**src/sv/twtc_pkg.sv**
```systemverilog
package twtc_pkg;
  localparam int CoordW = 16;
  localparam int TimeW = 24;
  localparam int SqW = 33;
  localparam int RootW = 17;
  localparam int RootSteps = 17;
  localparam logic [TimeW-1:0] TimeMax = {TimeW{1'b1}};

  typedef enum logic [2:0] {
    REG_DEPOT_X = 3'd0,
    REG_DEPOT_Y = 3'd1,
    REG_DEPOT_OPEN = 3'd2,
    REG_DEPOT_SERVICE = 3'd3,
    REG_HORIZON = 3'd4
  } cfg_reg_t;

  typedef enum logic [1:0] {
    FAIL_NONE = 2'd0,
    FAIL_WINDOW = 2'd1,
    FAIL_HORIZON = 2'd2
  } fail_t;

  typedef struct packed {
    logic start;
    logic busy;
    logic done;
  } sqrt_ctl_t;
endpackage

```
**src/sv/twtc_sqrt.sv**
```systemverilog
module twtc_sqrt
  import twtc_pkg::*;
(
  input  logic              clk,
  input  logic              rst,
  input  logic              start,
  input  logic [SqW-1:0]    radicand,
  output logic [RootW-1:0]  root,
  output sqrt_ctl_t         ctl
);
  logic [SqW+1:0] rem;
  logic [SqW:0] src;
  logic [RootW-1:0] res;
  logic [4:0] cnt;
  logic busy;
  logic done;
  logic [RootW+1:0] trial;
  logic [SqW+1:0] rem_sh;

  assign rem_sh = {rem[SqW-1:0], src[SqW -: 2]};
  assign trial = {res, 2'b01};

  always_ff @(posedge clk) begin
    if (rst) begin
      busy <= 1'b0;
      done <= 1'b0;
      cnt <= '0;
    end else begin
      done <= 1'b0;
      if (start) begin
        busy <= 1'b1;
        cnt <= 5'(RootSteps);
      end else if (busy) begin
        cnt <= cnt - 5'd1;
        if (cnt == 5'd1) begin
          busy <= 1'b0;
          done <= 1'b1;
        end
      end
    end
  end

  always_ff @(posedge clk) begin
    if (start) begin
      src <= {1'b0, radicand};
      rem <= '0;
      res <= '0;
    end else if (busy) begin
      src <= {src[SqW-2:0], 2'b00};
      if (rem_sh >= (SqW+2)'(trial)) begin
        rem <= rem_sh - (SqW+2)'(trial);
        res <= {res[RootW-2:0], 1'b1};
      end else begin
        rem <= rem_sh;
        res <= {res[RootW-2:0], 1'b0};
      end
    end
  end

  assign root = res;
  assign ctl = '{start: start, busy: busy, done: done};
endmodule

```
**src/sv/time_window_tour_checker_top.sv**
```systemverilog
// An accepted transaction computes two roots in turn (leg to the stop, then leg back to the depot),
// then evaluates; the next transaction is taken only once the result has been taken.
// The shared square-root unit (one root bit per cycle, 17 bits) computes both roots.
// Output is held in a register until taken; input is stalled while busy or a result waits.
// Synchronous active-high reset: depot at origin, horizon at maximum, tour cleared.
module time_window_tour_checker_top
  import twtc_pkg::*;
(
  input  logic               clk,
  input  logic               rst,
  input  logic               cfg_we,
  input  logic [2:0]         cfg_index,
  input  logic [TimeW-1:0]   cfg_data,
  input  logic               in_valid,
  output logic               in_stall,
  input  logic               func,
  input  logic [CoordW-1:0]  node_x,
  input  logic [CoordW-1:0]  node_y,
  input  logic [TimeW-1:0]   stop_service,
  input  logic [TimeW-1:0]   window_open,
  input  logic [TimeW-1:0]   window_close,
  output logic               out_valid,
  input  logic               out_stall,
  output logic [1:0]         status,
  output logic [TimeW-1:0]   finish_time,
  output logic               tour_done
);
  typedef enum logic [5:0] {
    S_IDLE = 6'b000001,
    S_SQ1  = 6'b000010,
    S_RT1  = 6'b000100,
    S_SQ2  = 6'b001000,
    S_RT2  = 6'b010000,
    S_EVAL = 6'b100000
  } state_t;

  state_t state, state_next;
  logic [CoordW-1:0] depot_x, depot_y, last_x, last_y, nx, ny;
  logic [TimeW-1:0] depot_open, depot_service, horizon, elapsed;
  logic [TimeW-1:0] svc, wopen, wclose;
  logic [1:0] fail_code;
  logic closing;
  logic [RootW-1:0] d1;
  logic [SqW-1:0] sq;
  logic [CoordW-1:0] ax, ay, bx, by, dx, dy;
  logic sq_start;
  logic sq_go;
  logic [RootW-1:0] root;
  sqrt_ctl_t sctl;
  logic [TimeW+1:0] arr, start_t, fin, tot;
  logic accept;
  logic [1:0] fail_next;
  logic [TimeW-1:0] elapsed_next;
  logic stop_ok;

  assign in_stall = (state != S_IDLE) || out_valid;
  assign accept = in_valid && !in_stall;

  always_comb begin
    if (state == S_SQ1) begin
      ax = last_x; ay = last_y; bx = nx; by = ny;
    end else begin
      ax = nx; ay = ny; bx = depot_x; by = depot_y;
    end
    dx = (ax >= bx) ? ax - bx : bx - ax;
    dy = (ay >= by) ? ay - by : by - ay;
  end

  always_ff @(posedge clk) begin
    sq <= SqW'(dx * dx) + SqW'(dy * dy);
  end

  // sq holds the leg in the cycle after each SQ state: start the root then
  assign sq_start = sq_go;

  twtc_sqrt u_sqrt (
    .clk(clk), .rst(rst), .start(sq_start), .radicand(sq), .root(root), .ctl(sctl)
  );

  always_comb begin
    state_next = state;
    unique case (state)
      S_IDLE: if (accept) state_next = S_SQ1;
      S_SQ1:  state_next = S_RT1;
      S_RT1:  if (sctl.done) state_next = S_SQ2;
      S_SQ2:  state_next = S_RT2;
      S_RT2:  if (sctl.done) state_next = S_EVAL;
      S_EVAL: state_next = S_IDLE;
      default: state_next = S_IDLE;
    endcase
  end

  always_comb begin
    arr = (TimeW+2)'(elapsed) + (TimeW+2)'(d1);
    start_t = (arr > (TimeW+2)'(wopen)) ? arr : (TimeW+2)'(wopen);
    fin = start_t + (TimeW+2)'(svc);
    tot = fin + (TimeW+2)'(root);
  end

  always_comb begin
    fail_next = fail_code;
    elapsed_next = elapsed;
    stop_ok = 1'b0;
    if (fail_code == FAIL_NONE) begin
      if (tot > (TimeW+2)'(horizon)) begin
        fail_next = FAIL_HORIZON;
      end else if (arr > (TimeW+2)'(wclose)) begin
        fail_next = FAIL_WINDOW;
      end else begin
        elapsed_next = (fin > (TimeW+2)'(TimeMax)) ? TimeMax : fin[TimeW-1:0];
        stop_ok = 1'b1;
      end
    end
  end

  always_ff @(posedge clk) begin
    if (rst) begin
      state <= S_IDLE;
      out_valid <= 1'b0;
      sq_go <= 1'b0;
      depot_x <= '0;
      depot_y <= '0;
      depot_open <= '0;
      depot_service <= '0;
      horizon <= TimeMax;
      elapsed <= '0;
      last_x <= '0;
      last_y <= '0;
      fail_code <= FAIL_NONE;
    end else begin
      state <= state_next;
      sq_go <= (state == S_SQ1) || (state == S_SQ2);
      if (state == S_EVAL) begin
        out_valid <= 1'b1;
      end else if (!out_stall) begin
        out_valid <= 1'b0;
      end
      if (cfg_we) begin
        unique case (cfg_index)
          REG_DEPOT_X: begin
            depot_x <= cfg_data[CoordW-1:0];
            last_x <= cfg_data[CoordW-1:0];
          end
          REG_DEPOT_Y: begin
            depot_y <= cfg_data[CoordW-1:0];
            last_y <= cfg_data[CoordW-1:0];
          end
          REG_DEPOT_OPEN: depot_open <= cfg_data;
          REG_DEPOT_SERVICE: depot_service <= cfg_data;
          REG_HORIZON: horizon <= cfg_data;
          default: ;
        endcase
      end
      if (state == S_EVAL) begin
        status <= fail_next;
        finish_time <= elapsed_next;
        tour_done <= closing;
        if (closing) begin
          elapsed <= '0;
          last_x <= depot_x;
          last_y <= depot_y;
          fail_code <= FAIL_NONE;
        end else begin
          fail_code <= fail_next;
          elapsed <= elapsed_next;
          if (stop_ok) begin
            last_x <= nx;
            last_y <= ny;
          end
        end
      end
    end
  end

  always_ff @(posedge clk) begin
    if (accept) begin
      closing <= func;
      nx <= func ? depot_x : node_x;
      ny <= func ? depot_y : node_y;
      svc <= func ? depot_service : stop_service;
      wopen <= func ? depot_open : window_open;
      wclose <= func ? horizon : window_close;
    end
    if (state == S_RT1 && sctl.done) d1 <= root;
  end

  assert property (@(posedge clk) disable iff (rst) sctl.done |-> !sctl.busy)
    else $error("root done while busy");
  assert property (@(posedge clk) disable iff (rst) (state == S_EVAL) |=> out_valid)
    else $error("result not presented");
  assert property (@(posedge clk) disable iff (rst) out_valid |-> (state == S_IDLE))
    else $error("work while result pending");
endmodule

```
**config.mk**
```make
export PLATFORM = sky130hd
export DESIGN_NAME = time_window_tour_checker_top
export DESIGN_NICKNAME = d
export VERILOG_FILES = /design/src/sv/twtc_pkg.sv /design/src/sv/twtc_sqrt.sv /design/src/sv/time_window_tour_checker_top.sv
export SDC_FILE = /design/constraint.sdc
export NUM_CORES = 2
export LEC_CHECK = 0
export BUFFER_PORTS_ARGS = -buffer_cell sky130_fd_sc_hd__buf_2
export CORE_UTILIZATION = 30
export CTS_CLUSTER_DIAMETER = 50
export DETAILED_ROUTE_END_ITERATION = 16
export GPL_TIMING_DRIVEN = 0
export HOLD_SLACK_MARGIN = 0.12
export SLEW_MARGIN = 20
export SYNTH_ARGS = -nofsm -noshare
export SYNTH_HDL_FRONTEND = slang
export SYNTH_SLANG_ARGS = --single-unit
```
**constraint.sdc**
```tcl
create_clock -name clk -period 11.6 [get_ports clk]
set_input_delay 1.16 -clock clk [delete_from_list [all_inputs] [get_ports clk]]
set_output_delay 1.16 -clock clk [all_outputs]
set_load 0.02 [all_outputs]
```
# --- Word-level counts from Yosys, hierarchy flattened ---
# Cells that the tools add are included.
word_totals:
  ff_bits: 443
  in_bits: 137
  output_inout_bits: 29
  wordCells: 135
op_classes:
  add_sub_neg: 10
  n_mul: 2
  order_cmp: 7
  eq_ne: 16
  mux: 50
  n_bitwise: 2
  n_reduce_logical: 17
op_table:
  columns: ["cell", "count"]
  rows:
  - ["$mux W16", 18]
  - ["$mux W24", 8]
  - ["$mux W33", 3]
  - ["$mul A16 B16 Y32", 2]
  - ["$sub A16 B16 Y16", 4]
  - ["$gt A25 B24 Y1", 2]
  - ["$ge A35 B19 Y1", 1]
  - ["$add A32 B32 Y33", 1]
  - ["$sub A33 B19 Y33", 1]
  - ["$ge A16 B16 Y1", 2]
  - ["$pmux W6 S5", 1]
  - ["$add A25 B24 Y26", 1]
  - ["$add A26 B17 Y26", 1]
  - ["$gt A26 B24 Y1", 1]
  - ["$gt A26 B24 Y1 const B", 1]
  - ["$add A24 B17 Y25", 1]
  - ["$mux W25", 1]
  - ["$mux W6", 3]
  - ["$reduce_and A2 Y1", 6]
  - ["$mux W1", 10]
  - ["$mux W5", 2]
  - ["$mux W2", 4]
  - ["$eq A3 B2 Y1 const B", 2]
  - ["$eq A6 B1 Y1 const B", 1]
  - ["22 further kinds", 27]

# --- Depth between registers and ports, before layout ---
logic_depth:
  word_depth: 11
  ltp_mapped: 54
  mapped_depth_nobuf: 50

# --- Modules after synthesis ---
# A second synthesis with hierarchy kept.
hier_totals:
  hier_cells: 4549
  area_unflattened_um2: 42057.8
modules_own_cells:
  columns: ["module", "n_inst", "cells_each", "area_per_inst_um2"]
  rows:
  - ["time_window_tour_checker_top", 1, 4032, 36999.2]
  - ["twtc_sqrt", 1, 517, 5058.6]

# --- Least setup slack after synthesis ---
# No wires, ideal clock.
synth_timing:
  kind: "reg-to-reg"
  from: "reg state[2]"
  to: "reg sq[30]"
  arrival_time_ns: 11.235
  slack_ns: 0.293
  path_stages_with_launch: 44
  path_buffers: 5
  period_less_slack_ns: 11.307
  cell_sequence: "dfxtp_1 -> clkbuf_1 -> nor4_1 -> nand3b_1 -> clkbuf_1 -> buf_1 -> mux2i_1 -> inv_1 -> fa_1 -> a21o_1 -> a211o_1 -> a221oi_1 -> a21o_1 -> buf_2 -> mux2_1 -> a211oi_1 -> nand2_1 -> xnor2_2 -> (+8 left out) -> inv_1 -> fa_1 -> fa_1 -> inv_1 -> fa_1 -> inv_1 -> fa_1 -> inv_1 -> ha_1 -> or4_1 -> or3_1 -> o21ai_1 -> a311oi_1 -> o31ai_1 -> nand2b_1 -> a21o_1 -> a211oi_1 -> xnor2_1"
synth_via:
  elab_chain_len: 6
  word_cells_on_any_way: 16
  cone_classes: "5 x add/sub; 2 x mul; 2 x order compare; 1 x eq/ne; 6 x mux"
synth_rtl:
  columns: ["item", "line", "rtl"]
  rows:
  - ["start: declaration", "time_window_tour_checker_top.sv:37", "state_t state, state_next;"]
  - ["start signal: assignment", "time_window_tour_checker_top.sv:131", "state <= state_next;"]
  - ["$eq A6 B2 Y1 (*)", "time_window_tour_checker_top.sv:60", "if (state == S_SQ1) begin"]
  - ["$mux W16", "time_window_tour_checker_top.sv:60", null]
  - ["$sub A16 B16 Y16 (tied with other cells)", "time_window_tour_checker_top.sv:65", "dx = (ax >= bx) ? ax - bx : bx - ax;"]
  - ["$mux W16, on equally long branches", "time_window_tour_checker_top.sv:65, time_window_tour_checker_top.sv:66", null]
  - ["$mul A16 B16 Y32", "time_window_tour_checker_top.sv:70", "sq <= SqW'(dx * dx) + SqW'(dy * dy);"]
  - ["$add A32 B32 Y33 (*)", "time_window_tour_checker_top.sv:70", null]
  - ["end signal: assignment", "time_window_tour_checker_top.sv:70", null]
  - ["end: declaration", "time_window_tour_checker_top.sv:44", "logic [SqW-1:0] sq;"]
# Mark *: on every way between the ends. The rest lies on a longest branch, timed or not.
# A chain may end at the register's enable or synchronous reset.

# --- Worst setup path in the final report ---
layout_timing:
  from: "reg state[0]"
  to: "reg sq[30]"
# Same word-level chain as after synthesis.

==> flow_metrics.tcl <==
set metrics [dict create \
    synth.largest_area_cell "fa_1" \
    yosysMostFrequentCell "inv_1" \
    syn_nets 5636 \
    final.period_utilization_pct 97.8 \
    clk_path_buf_depth 3 \
    crit-reg2reg-capture "sq[30]" \
    initial_antenna_violation_count 17 \
    synth_top_cells_by_count "755 x inv_1, 438 x nand2_1, 406 x ha_1" \
    number_of_synthesized_register_bits 443 \
    cts_tree "yes" \
    busiest_layer "met2" \
    crit_path_max_fanout 10 \
    syn-instance-count 4697 \
    synthDistinctLibCells 98 \
    cts_bufs_inserted 59 \
    io-pin-count 166 \
    finalNetCount 5933 \
    timing.final.crit_period_ns 11.34 \
    design.core.area_sq_um 142000 \
    grt_start_max_net_pins 34 \
    wire_per_inst_microns 19.4 \
    drc_violation_count_after_routing 0 \
    critical_path_startpoint_category "register" \
    timing.critical_path.to_type "register" \
    dpl.hpwl_mm 107 \
    crit-reg2reg-launch "state[0]" \
    dominant_register_cell_in_the_synthesized_netlist "dfxtp_1" \
    synth_top_cell_area_share_pct 18.5 \
    dieArea_sq_um 144000 \
    first_global_vias 34600 \
    crit_path_launch "state[0]" \
    count_of_cell_instances_traversed_by_the_critical_path 45 \
    wire_length_of_the_first_global_routing_pass_mm 203 \
    async_reset_ff_share_pct 0 \
    clk_pin_slew_worst_paths_ns 0.06 \
    routed_wl_mm 135 \
    gp_routability_congestion 0.949 \
    gr-usage-met1_pct 23.3 \
    globalRouteMet2Util_pct 31.7 \
    post_synth.cell_area_avg_sq_um 9.12 \
    fillers 14500 \
    slowest_delay_ns 0.55 \
    seq_area_frac_synth_pct 24.9 \
    share_of_post_route_cells_with_drive_strength_above_1_pct 16.2 \
    netlist_top_cells_area "fa_1 18%, edfxtp_1 13%, dfxtp_1 12%" \
    num_vias 34800 \
    num_rows 138 \
    outcome "finished clean" \
    hold_class "reg -> reg" \
    fp.dieH_microns 380 \
    post_cts_hold_buffer_count 0 \
    yosysWarnings 0 \
    detail_route.vias_per_cell 5.01 \
    grt_remaining_overflow 0 \
    hold_viol 0 \
    critPathKind "reg -> reg" \
    clock_sink_count 443 \
    worstSetupEndpoint "sq[30]" \
    port_buffers 164 \
    slew_headroom_pct 35.8 \
    synth-edff-count 182 \
    maxCapViolations 0 \
    clock-skew-final_ns 0.0436 \
    timing.final.setup_violations 0 \
    timing.critical_path.max_delay_family "adder cells" \
    crit_path_top_delay_cell "or4_4" \
    ant_nets_after_route 0 \
    post_synth_instance_area_sq_um 42900 \
    globalRouteTotalUtil_pct 18.1 \
    cts_root_buf "clkbuf_16" \
    finalHoldWorstSlack_ns 0.451 \
    critical_path.n_buffers_inverters 15 \
    drt-initial-drc-count 2675 \
    worst-slew-pin-transition_ns 0.962 \
    cts_htree_levels 2 \
    start_util_pct 30.3 \
    pre_repair_dr_iteration_count 6 \
    critPathArrivalTime_ns 11.86 \
    area.growth.synth_to_final_pct 16.9 \
    clock_insertion_delay_worst_skew_ns 0.66 \
    ff2ff_path_depth 45 \
    reg2reg_slack_ns 0.26 \
    slew_viol_final 0 \
    critical_path_required_ns 12.12 \
    timing.fmax_ghz 0.0882 \
    grt_util_met3_pct 1.80 \
    die_w_microns 380 \
]
==> kinds of logic after synthesis <==
logic type               Yosys count  synth area share, %
multiplexers                     254                 6.42
flip-flops                       443                 24.9
buffers and inverters            958                 8.63
XOR/XNOR                         160                 3.36
AO/OA/AOI/OAI                    831                 13.0
AND/OR/NAND/NOR                 1249                 13.3
adder cells (fa/ha/maj)          802                 30.4
==> cell type report <==
type	count	area, sq um	share of cell area [%]
Multi-Input combinational cell	3296	29600	59.0
Sequential cell	443	10700	21.4
Inverter	756	2850	5.68
Tap cell	1890	2360	4.72
Clock buffer	76	1620	3.24
Timing Repair Buffer	247	1530	3.06
Buffer	191	991	1.98
Clock inverter	35	429	0.857
Antenna cell	14	35.0	0.0700
==> cell usage in the layout (no fill, tap or decap), drive strengths merged, types with 56 or more instances in the layout <==
cell	count
buf	304
edfxtp	182
a21o	61
ha	406
nor2	399
dfxtp	261
fa	396
xnor2	111
nand2	439
clkbuf	210
inv	771
nand3	84
mux2	167
mux2i	87
a21oi	278
a211oi	56
o21ai	127
==> worst register-to-register path, delay by kind of cell (launching register included) <==
kind	cells	cell delay [ns]
buf+inv	15	1.88
xor+xnor	2	0.26
compound gates	10	2.20
simple gates	6	1.45
mux	1	0.32
flops	1	0.37
fa+ha+maj	11	4.77
==> flip-flops by register name, summed over array words and instances, names as in the netlist, 24 cells and up <==
name and flops:
depot_service 24, finish_time 24, u_sqrt.src 34, elapsed 24, u_sqrt.rem 33, horizon 24, depot_open 24, wopen 24
sq 33, svc 24, wclose 24
==> how the worst min path moves through the flow <==
stage | depth (start not counted) | startpoint | end
floorplan | 0 | closing | tour_done
global placement | 2 | depot_service[5] | depot_service[5]
detailed placement | 2 | depot_open[0] | depot_open[0]
CTS | 2 | depot_open[11] | depot_open[11]
global route | 2 | depot_open[19] | depot_open[19]
finish | 2 | depot_open[15] | depot_open[15]
==> per-layer routing <==
layer / routed length [microns] / share of wire [%] / up-vias
met3: 8080 / 6.0 / 213
met4: 4890 / 3.6 / 0
li1: - / - / 16300
met1: 55600 / 41 / 17200
met2: 66100 / 49 / 1130
met5: 0 / 0 / -
==> metrics by stage <==
step / TNS [ns] / instance area (sq um) / std cells / setup WS [ns] / utilization [%]
floorplan: 0 / 42900 / 4697 / 0.293 / -
global placement: -114.90 / 46000 / 6751 / -2.36 / 32.5
detailed placement: -119.71 / 46200 / 6756 / -2.45 / 32.6
CTS: 0 / 49000 / 6883 / 0.0239 / 34.6
global route: -0.284 / 50000 / 6936 / -0.113 / 35.3
finish: 0 / 50100 / 6948 / 0.261 / 35.4
==> timing repair <==
action / in CTS / in global routing
resized for setup: 121 / 183
gates cloned: 1 / 1
setup endpoints to repair: 103 / 94
pin swaps: 14 / 58
buffers inserted: 22 / 54
Power is not shown: default switching activity piles up to over one toggle a cycle in this logic, so the estimate is an artifact.
